--- config.mk ---
export PLATFORM = sky130hd
export DESIGN_NAME = calendar_clock_counter
export DESIGN_NICKNAME = d
export VERILOG_FILES = /design/src/ccc_pkg.sv /design/src/calendar_clock_counter.sv
export SDC_FILE = /design/constraint.sdc
export NUM_CORES = 1
export LEC_CHECK = 0
export ABC_CLOCK_PERIOD_IN_PS = 4200
export BUFFER_PORTS_ARGS = -buffer_cell sky130_fd_sc_hd__buf_2
export CORE_UTILIZATION = 35
export CTS_CLUSTER_DIAMETER = 60
export DETAILED_ROUTE_END_ITERATION = 8
export MAX_ROUTING_LAYER = met4
export PLACE_DENSITY_LB_ADDON = 0.05
export SYNTH_ARGS = -nofsm -noshare
export SYNTH_HDL_FRONTEND = slang
export SYNTH_SLANG_ARGS = --single-unit
--- constraint.sdc ---
create_clock -name clk -period 4.2 [get_ports clk]
set_input_delay 0.21 -clock clk [delete_from_list [all_inputs] [get_ports clk]]
set_output_delay 0.21 -clock clk [all_outputs]
set_load 0.01 [all_outputs]
--- src/ccc_pkg.sv ---
`default_nettype none

package ccc_pkg;

	// Field widths
	localparam int SEC_W   = 6;
	localparam int MIN_W   = 6;
	localparam int HOUR_W  = 5;
	localparam int DAY_W   = 5;
	localparam int MONTH_W = 4;
	localparam int YEAR_W  = 16;

	// Command codes
	typedef enum logic [1:0] {
		CMD_TICK = 2'd0,
		CMD_SET  = 2'd1,
		CMD_READ = 2'd2
	} cmd_t;

	// Rollover and validation limits
	localparam logic [SEC_W:0]   SEC_WRAP     = 7'd60;
	localparam logic [MIN_W:0]   MIN_WRAP     = 7'd60;
	localparam logic [HOUR_W:0]  HOUR_WRAP    = 6'd24;
	localparam logic [MONTH_W:0] MONTH_LAST   = 5'd12;
	localparam logic [MIN_W-1:0]   MIN_MAX    = 6'd59;
	localparam logic [HOUR_W-1:0]  HOUR_MAX   = 5'd23;
	localparam logic [MONTH_W-1:0] MONTH_MAX  = 4'd12;

	// Month numbers with short months
	localparam logic [MONTH_W-1:0] MONTH_FEB = 4'd2;
	localparam logic [MONTH_W-1:0] MONTH_APR = 4'd4;
	localparam logic [MONTH_W-1:0] MONTH_JUN = 4'd6;
	localparam logic [MONTH_W-1:0] MONTH_SEP = 4'd9;
	localparam logic [MONTH_W-1:0] MONTH_NOV = 4'd11;

	localparam logic [DAY_W-1:0] DAYS_LONG  = 5'd31;
	localparam logic [DAY_W-1:0] DAYS_SHORT = 5'd30;
	localparam logic [DAY_W-1:0] DAYS_LEAP  = 5'd29;
	localparam logic [DAY_W-1:0] DAYS_FEB   = 5'd28;

	// Days in a month; every year divisible by four is a leap year
	function automatic logic [DAY_W-1:0] month_length(
		input logic [MONTH_W-1:0] month,
		input logic [YEAR_W-1:0]  year
	);
		logic [DAY_W-1:0] len;
		case (month)
			MONTH_APR, MONTH_JUN, MONTH_SEP, MONTH_NOV: len = DAYS_SHORT;
			MONTH_FEB: len = (year[1:0] == 2'b00) ? DAYS_LEAP : DAYS_FEB;
			default: len = DAYS_LONG;
		endcase
		return len;
	endfunction

endpackage

`default_nettype wire

--- src/calendar_clock_counter.sv ---
`default_nettype none

// Calendar clock: keeps seconds, minutes, hours, day, month and year in one
// set of registers. A tick item adds a second and carries up to the year, a
// set item loads the time (rejected and flagged when minutes, hours or month
// are out of range), a read item changes nothing. One item is taken every
// cycle while in_stall is low; its result appears on the output in the next
// cycle and reports the time after that item. The whole carry chain settles
// combinationally ahead of the time registers, which double as the result
// register. Input stall rises only while a result waits and the output side stalls.
module calendar_clock_counter
	import ccc_pkg::*;
(
	input  wire                   clk,
	input  wire                   arst_n,
	input  wire                   in_valid,
	output logic                  in_stall,
	input  wire  [1:0]            cmd,
	input  wire  [SEC_W-1:0]      new_seconds,
	input  wire  [MIN_W-1:0]      new_minutes,
	input  wire  [HOUR_W-1:0]     new_hours,
	input  wire  [DAY_W-1:0]      new_day,
	input  wire  [MONTH_W-1:0]    new_month,
	input  wire  [YEAR_W-1:0]     new_year,
	output logic                  out_valid,
	input  wire                   out_stall,
	output logic [SEC_W-1:0]      cur_seconds,
	output logic [MIN_W-1:0]      cur_minutes,
	output logic [HOUR_W-1:0]     cur_hours,
	output logic [DAY_W-1:0]      cur_day,
	output logic [MONTH_W-1:0]    cur_month,
	output logic [YEAR_W-1:0]     cur_year,
	output logic                  set_rejected
);

	logic [SEC_W-1:0]   sec_q;
	logic [MIN_W-1:0]   min_q;
	logic [HOUR_W-1:0]  hour_q;
	logic [DAY_W-1:0]   day_q;
	logic [MONTH_W-1:0] month_q;
	logic [YEAR_W-1:0]  year_q;
	logic               rejected_q;
	logic               valid_q;

	logic               accept;
	logic [SEC_W:0]     sec_inc;
	logic [MIN_W:0]     min_inc;
	logic [HOUR_W:0]    hour_inc;
	logic [DAY_W:0]     day_inc;
	logic [MONTH_W:0]   month_inc;
	logic [YEAR_W-1:0]  year_inc;

	logic [SEC_W-1:0]   tick_sec;
	logic [MIN_W-1:0]   tick_min;
	logic [HOUR_W-1:0]  tick_hour;
	logic [DAY_W-1:0]   tick_day;
	logic [MONTH_W-1:0] tick_month;
	logic [YEAR_W-1:0]  tick_year;
	logic               set_bad;

	assign in_stall = valid_q & out_stall;
	assign accept   = in_valid & ~in_stall;

	// Work out the time one second later
	always_comb begin
		sec_inc    = {1'b0, sec_q} + 1'b1;
		tick_sec   = sec_inc[SEC_W-1:0];
		tick_min   = min_q;
		tick_hour  = hour_q;
		tick_day   = day_q;
		tick_month = month_q;
		tick_year  = year_q;
		min_inc    = {1'b0, min_q} + 1'b1;
		hour_inc   = {1'b0, hour_q};
		day_inc    = {1'b0, day_q};
		month_inc  = {1'b0, month_q};
		year_inc   = year_q + 1'b1;
		if (sec_inc >= SEC_WRAP) begin
			tick_sec = '0;
			// minute step; hour, day and month checks run on every step
			tick_min = min_inc[MIN_W-1:0];
			if (min_inc >= MIN_WRAP) begin
				tick_min = '0;
				hour_inc = {1'b0, hour_q} + 1'b1;
			end
			tick_hour = hour_inc[HOUR_W-1:0];
			if (hour_inc >= HOUR_WRAP) begin
				tick_hour = '0;
				day_inc   = {1'b0, day_q} + 1'b1;
			end
			tick_day = day_inc[DAY_W-1:0];
			if (day_inc > {1'b0, month_length(month_q, year_q)}) begin
				tick_day  = DAY_W'(1);
				month_inc = {1'b0, month_q} + 1'b1;
			end
			tick_month = month_inc[MONTH_W-1:0];
			if (month_inc > MONTH_LAST) begin
				tick_month = MONTH_W'(1);
				tick_year  = year_inc;
			end
		end
	end

	// Validate a set item
	assign set_bad = (new_hours > HOUR_MAX) | (new_minutes > MIN_MAX) |
		(new_month > MONTH_MAX);

	// Advance the time registers and hold the result
	always_ff @(posedge clk or negedge arst_n) begin
		if (!arst_n) begin
			sec_q      <= '0;
			min_q      <= '0;
			hour_q     <= '0;
			day_q      <= '0;
			month_q    <= '0;
			year_q     <= '0;
			rejected_q <= 1'b0;
			valid_q    <= 1'b0;
		end else begin
			if (accept) begin
				valid_q    <= 1'b1;
				rejected_q <= 1'b0;
				case (cmd)
					CMD_TICK: begin
						sec_q   <= tick_sec;
						min_q   <= tick_min;
						hour_q  <= tick_hour;
						day_q   <= tick_day;
						month_q <= tick_month;
						year_q  <= tick_year;
					end
					CMD_SET: begin
						if (set_bad) begin
							rejected_q <= 1'b1;
						end else begin
							sec_q   <= new_seconds;
							min_q   <= new_minutes;
							hour_q  <= new_hours;
							day_q   <= new_day;
							month_q <= new_month;
							year_q  <= new_year;
						end
					end
					default: begin
					end
				endcase
			end else if (!out_stall) begin
				valid_q <= 1'b0;
			end
		end
	end

	assign out_valid    = valid_q;
	assign cur_seconds  = sec_q;
	assign cur_minutes  = min_q;
	assign cur_hours    = hour_q;
	assign cur_day      = day_q;
	assign cur_month    = month_q;
	assign cur_year     = year_q;
	assign set_rejected = rejected_q;

endmodule

`default_nettype wire

Yosys cells after proc, flatten, opt, wreduce, memory -nomap -nowiden
Cells that the tools add are included.
{"block": "word_totals", "reg_bits": 44, "in_bits": 48, "output_inout_bits": 45, "word_cells": 80}
{"block": "op_classes", "n_bitwise": 5, "n_mux": 36, "order_cmp": 8, "reduce_logical": 7, "addsub": 6, "eq_ne": 10}
{"op": "$mux W6", "count": 9}
{"op": "$mux W16", "count": 3}
{"op": "$mux W5", "count": 9}
{"op": "$pmux W16 S2", "count": 1}
{"op": "$pmux W6 S2", "count": 2}
{"op": "$pmux W5 S2", "count": 2}
{"op": "$add A16 B1 Y16 const B", "count": 1}
{"op": "$add A6 B1 Y7 const B", "count": 2}
{"op": "$ge A7 B6 Y1 const B", "count": 2}
{"op": "$add A5 B1 Y6 const B", "count": 2}
{"op": "$mux W4", "count": 3}
{"op": "$eq A4 B3 Y1 const B", "count": 2}
{"op": "$eq A4 B4 Y1 const B", "count": 2}
{"op": "$pmux W4 S2", "count": 1}
{"op": "$ge A6 B5 Y1 const B", "count": 1}
{"op": "$gt A6 B5 Y1", "count": 1}
{"op": "$gt A6 B6 Y1 const B", "count": 1}
{"op": "$ne A2 B2 Y1 const B", "count": 3}
{"op": "$add A4 B1 Y5 const B", "count": 1}
{"op": "$gt A5 B4 Y1 const B", "count": 1}
{"op": "$gt A5 B5 Y1 const B", "count": 1}
{"op": "$mux W1", "count": 5}
{"op": "$reduce_and A5 Y1", "count": 1}
{"op": "$eq A4 B2 Y1 const B", "count": 1}
{"op": "other kinds (12)", "count": 15}

Longest topological paths before layout
{"block": "depth", "ltp_word": 14, "depth_mapped": 20, "depth_no_buf": 17}

Worst setup path before layout
OpenSTA, ideal clock, no wires.
{"block": "synth_path", "path_kind": "reg-to-reg", "start": "register min_q[0] (netlist: cur_minutes[0])", "end": "register year_q[1] (netlist: cur_year[1])", "stages_incl_launch_ff": 20, "slack_ns": -0.042, "arrival_time_ns": 4.110, "cell_sequence": "dfrtp_1 > ha_1 > nand2b_1 > o211ai_1 > and3_4 > o21ai_1 > nand2_1 > mux2_2 > ha_1 > nor2b_1 > o211ai_1 > nor3_1 > nor3_1 > o21ai_0 > and4_4 > buf_6 > or2_1 > buf_6 > and3_1 > or3_1"}
{"block": "synth_between", "elab_chain_cells": 13}
{"item": "from (decl)", "line": "calendar_clock_counter.sv:37", "text": "logic [MIN_W-1:0] min_q;"}
{"item": "from (signal assigned)", "line": "calendar_clock_counter.sv:126", "text": "min_q <= tick_min;"}
{"item": "from (signal assigned)", "line": "calendar_clock_counter.sv:137", "text": "min_q <= new_minutes;"}
{"item": "$add A6 B1 Y7", "line": "calendar_clock_counter.sv:73", "text": "min_inc = {1'b0, min_q} + 1'b1;"}
{"item": "$ge A7 B6 Y1", "line": "calendar_clock_counter.sv:82", "text": "if (min_inc >= MIN_WRAP) begin"}
{"item": "$mux W6", "line": "calendar_clock_counter.sv:82"}
{"item": "$mux W6", "line": "calendar_clock_counter.sv:78", "text": "if (sec_inc >= SEC_WRAP) begin"}
{"item": "$ge A6 B5 Y1", "line": "calendar_clock_counter.sv:87", "text": "if (hour_inc >= HOUR_WRAP) begin"}
{"item": "$mux W6", "line": "calendar_clock_counter.sv:87"}
{"item": "$mux W6", "line": "calendar_clock_counter.sv:78"}
{"item": "$gt A6 B5 Y1", "line": "calendar_clock_counter.sv:92", "text": "if (day_inc > {1'b0, month_length(month_q, year_q)}) begin"}
{"item": "$mux W5", "line": "calendar_clock_counter.sv:92"}
{"item": "$mux W5", "line": "calendar_clock_counter.sv:78"}
{"item": "$gt A5 B4 Y1", "line": "calendar_clock_counter.sv:97", "text": "if (month_inc > MONTH_LAST) begin"}
{"item": "$ne A2 B2 Y1 (no line)"}
{"item": "$reduce_and A5 Y1 (no line)"}
{"item": "to (signal assigned)", "line": "calendar_clock_counter.sv:130", "text": "year_q <= tick_year;"}
{"item": "to (signal assigned)", "line": "calendar_clock_counter.sv:141", "text": "year_q <= new_year;"}
{"item": "to (decl)", "line": "calendar_clock_counter.sv:41", "text": "logic [YEAR_W-1:0] year_q;"}
Every way passes these cells. The select of a mux whose other input is x is not followed.
A chain may end at the register's enable or synchronous reset.

Worst setup path after layout
{"block": "layout_path", "start": "register min_q[1] (netlist: cur_minutes[1])", "end": "register year_q[1] (netlist: cur_year[1])"}
Same word-level chain as after synthesis.

==> implementation parameters <==
Parameter                              Value

STA
  Count of pins over their slew limit ... 0
  Least-Margin Pin Slew ... 1.02 ns
  Final-report setup violation count ... 0
  Final Hold Viols ... 7
  Final min period ... 4.10 ns
  Setup repair after global routing missed its margin ... true
  Top achievable clock speed ... 244 MHz
  Final Worst Setup Slack ... between 0.1 and 0.15 ns
  Final clock period utilization by the worst path ... a little over nine tenths
  Final setup TNS ... 0 ns
  Fin Clk Skew ... between 0.007 and 0.008 ns
  Hold slack ... -0.00490 ns
  Max-Slew Margin vs Limit ... 32.0%

Clock network
  Clock buffers created by TritonCTS ... 5
  Clock transition time at the flip-flop clock pins of the worst setup and hold paths ... 0.09 ns
  Sinks on the clock net ... 44
  H-tree levels ... 2
  Clock Tree Buf Depth ... 2
  Worst skew pair latency ... 0.30 ns
  CTS tree ... built
  Cts hold-fix bufs ... 0
  CTS Root Buffer Type ... sky130_fd_sc_hd__clkbuf_8

Setup path
  Critical path launch point type ... register
  Worst flop-to-flop path startpoint ... cur_minutes[1]
  End point of the critical path ... cur_year[1]
  Capture point of the worst reg-to-reg path ... cur_year[1]
  Type of destination of the critical path ... register
  Worst reg-to-reg setup slack ... roughly 0.10 ns
  Maximum fanout along the worst path ... 5
  WS Path Type ... register to register
  Depth of the most critical reg-to-reg path ... 17
  Data arrival time at the worst-slack endpoint ... 4.29 ns
  Worst Setup SP ... cur_minutes[1]
  WP data required ... 4.39 ns

Placement
  Weighted congestion reported at the end of routability-driven placement ... 0.840
  Post-placement worst setup slack ... -0.00475 ns
  Number of buffers inserted by port buffering ... 92
  Final HPWL from detailed placement ... approximately 7800 µm

Synthesis
  Number of distinct standard cells referenced by the synthesized netlist ... 62
  Ys Warns ... 0
  Post-Syn Nets ... 510
  Seq/Total Area, Yosys ... between 30% and 40%
  Post-Synthesis Cells ... 450
  Synthesized area divided by synthesized cell count ... 7.72 µm²
  Portion of netlist area occupied by mux cells ... 0.936%
  Ranking of synthesized cells by area ... sky130_fd_sc_hd__dfrtp_1 (32%), sky130_fd_sc_hd__a21oi_1 (5.8%), sky130_fd_sc_hd__nand2_1 (5.4%)
  Post-synthesis cell area ... 3480 µm²
  Dominant combinational cell family by area after synthesis ... compound AO/OA/AOI/OAI gates
  Flops & latches, synth ... 44
  Portion of synthesized cell area occupied by the leading cell type ... 31.7%
  Async SR Flop Fraction ... 100%
  Fraction of the mapped netlist area in compound gates ... 34.3%
  Cell accounting for the most synthesized area ... sky130_fd_sc_hd__dfrtp_1
  Most used flip-flop cell after synthesis ... sky130_fd_sc_hd__dfrtp_1
  Arithmetic-cell share of the synthesized area counting full adders, half adders and majority gates ... 4.32%
  Count of flip-flops with a built-in enable after synthesis ... 0
  Share of the synthesized netlist area taken by xor and xnor gates ... less than 1%
  Basic-gate share of the synthesized area counting and, or, nand and nor cells ... between 20 and 25%

Global route
  Pin count of the biggest net entering global routing ... 45
  Global-route wire length before repair ... 18100 µm
  Gr usage total ... 22.7%
  Antenna violations before repair ... 0
  Global route overflow ... 0
  Number of global-route vias before repair ... 3672

Run
  Number of maximum-capacitance constraint violations ... 0

Die
  Effective utilization at floorplan ... a little over a third
  Horizontal die dimension ... 102 µm
  Placeable Area ... 9680 µm²
  Die outline height ... 102 µm
  Total die area ... 10300 µm²
  # rows ... 36
  Ports ... 93

Cells and area
  # diodes ... 0
  Post-route core utilization ... 47.7%
  Share of post-route cells with drive strength above 1 ... between 30% and 40%
  # nets final ... 618
  Area added between synthesis and finish ... 33.0%

Routing
  Antenna violation net count after detailed routing ... 0
  Routed wire length per instance ... approximately 16 µm
  Average via count per standard cell ... 5.63
  Remaining routing DRC violations ... 0
  Drt pass-1 iters ... 5
  Number of DRC markers in iteration 0 ... 137
  Via count ... 3896
  Total wire length ... 11400 µm

Outcome
  Outcome ... finished, violations left
  Violated checks ... hold timing

Power
  Power after layout ... 3.04 mW
  P_leak ... 2.02 nW
  Power per unit of standard cell area ... 657 nW/µm²
  Max VDD drop ... about 0.23 mV

Min path
  Worst min path class ... primary input to async pin
-- critical path, stage by stage (launching register included) --
cell                       delay (ns)
sky130_fd_sc_hd__dfrtp_1         0.42
sky130_fd_sc_hd__buf_6           0.13
sky130_fd_sc_hd__and4_4          0.24
sky130_fd_sc_hd__mux2i_4         0.25
sky130_fd_sc_hd__and3_4          0.21
sky130_fd_sc_hd__o21ai_1         0.09
sky130_fd_sc_hd__nand2_2         0.11
sky130_fd_sc_hd__mux2_4          0.33
sky130_fd_sc_hd__ha_4            0.22
sky130_fd_sc_hd__nor2b_4         0.12
sky130_fd_sc_hd__o211ai_1        0.28
sky130_fd_sc_hd__buf_4           0.17
sky130_fd_sc_hd__nor2_1          0.05
sky130_fd_sc_hd__or3_4           0.36
sky130_fd_sc_hd__and4_4          0.22
sky130_fd_sc_hd__or2_4           0.25
sky130_fd_sc_hd__and3_1          0.17
sky130_fd_sc_hd__or3_1           0.35
-- registers in the layout (all words and copies together), names as in the netlist --
signal	cells
cur_year	16
cur_seconds	6
set_rejected	1
cur_minutes	6
cur_month	4
out_valid	1
cur_hours	5
cur_day	5
-- metal layers --
| metal | vias to the layer above | GRT usage [%] | part of all wire, % |
|---|---|---|---|
| met5 | - | - | 0 |
| met2 | 109 | 37.0 | 47 |
| li1 | 1905 | - | - |
| met1 | 1862 | 29.4 | 46 |
| met4 | 0 | 7.13 | 2.1 |
| met3 | 20 | 2.55 | 4.6 |
-- synthesized netlist by cell type, types with 3 or more instances --
cell,n
sky130_fd_sc_hd__clkbuf_1,22
sky130_fd_sc_hd__a21oi_1,40
sky130_fd_sc_hd__and2_1,4
sky130_fd_sc_hd__nor2_1,46
sky130_fd_sc_hd__a21o_1,3
sky130_fd_sc_hd__nand3_1,19
sky130_fd_sc_hd__inv_1,12
sky130_fd_sc_hd__o211ai_1,10
sky130_fd_sc_hd__nand2_1,50
sky130_fd_sc_hd__a22o_1,8
sky130_fd_sc_hd__a22oi_1,7
sky130_fd_sc_hd__o21ai_0,35
sky130_fd_sc_hd__nand4_1,5
sky130_fd_sc_hd__o21a_1,4
sky130_fd_sc_hd__o41ai_1,6
sky130_fd_sc_hd__a21bo_2,3
sky130_fd_sc_hd__nand2b_1,7
sky130_fd_sc_hd__and3_1,10
sky130_fd_sc_hd__dfrtp_1,44
sky130_fd_sc_hd__ha_1,12
sky130_fd_sc_hd__o31a_1,9
sky130_fd_sc_hd__o31ai_1,12
sky130_fd_sc_hd__a31oi_1,15
sky130_fd_sc_hd__nor3_1,14
sky130_fd_sc_hd__o22ai_1,3
-- stage by stage --
stage	cell area (µm²)	instances
floorplan	3480	450
global placement	4230	676
detailed placement	4230	676
CTS	4390	684
global route	4620	692
finish	4620	692
-- final cells by class --
| class | instances | area (µm²) |
|---|---|---|
| clock buffer | 7 | 96.3 |
| clock inverter | 1 | 30.0 |
| fill | 936 | 5060 |
| inverter | 12 | 45.0 |
| multi-input combinational | 365 | 2400 |
| sequential | 44 | 1100 |
| tap | 133 | 166 |
| timing repair buffer | 130 | 785 |
-- power by group --
group          total (mW)  internal (mW)  switching [mW]  leakage, nW
registers           0.888          0.607           0.281        0.522
clock network       0.373          0.210           0.162       0.0645
logic                1.78          0.833           0.944         1.43
-- worst min path at each step --
| stage | end | from | slack, ns | cells after the start |
|---|---|---|---|---|
| floorplan | cur_day[0] | arst_n | -0.09 | 0 |
| global placement | cur_minutes[3] | arst_n | 0.35 | 2 |
| detailed placement | cur_minutes[3] | arst_n | 0.35 | 2 |
| CTS | cur_minutes[3] | arst_n | 0.02 | 2 |
| global route | cur_minutes[5] | arst_n | 0.06 | 2 |
| finish | cur_minutes[3] | arst_n | -0.005 | 2 |
-- placed cells by master (no fill, tap or decap), drive strengths merged, types with 4 or more instances in the layout --
master and count:
a21oi 41, a22o 8, a22oi 7, a31oi 16
and2 4, and3 11, buf 130, clkbuf 7
dfrtp 44, ha 12, inv 12, nand2 50
nand2b 7, nand3 19, nand4 5, nor2 46
nor3 14, o211ai 10, o21a 4, o21ai 36
o31a 9, o31ai 12, o41ai 6
-- timing repair --
action,CTS,global route
pin swaps,2,20
resized for setup,6,31
setup endpoints to repair,6,24
setup buffers,0,8
gates cloned,0,0
-- cells by family (layout without fill, tap and decap cells) --
logic type	after synthesis	in the layout
AOI/OAI and AO/OA	178	178
adders and majority gates	12	12
muxes	3	3
buffers and inverters	41	150
xor gates and xnor gates	2	2
and+or+nand+nor	170	170
DFF	44	44
(Power assumes the default switching activity.)
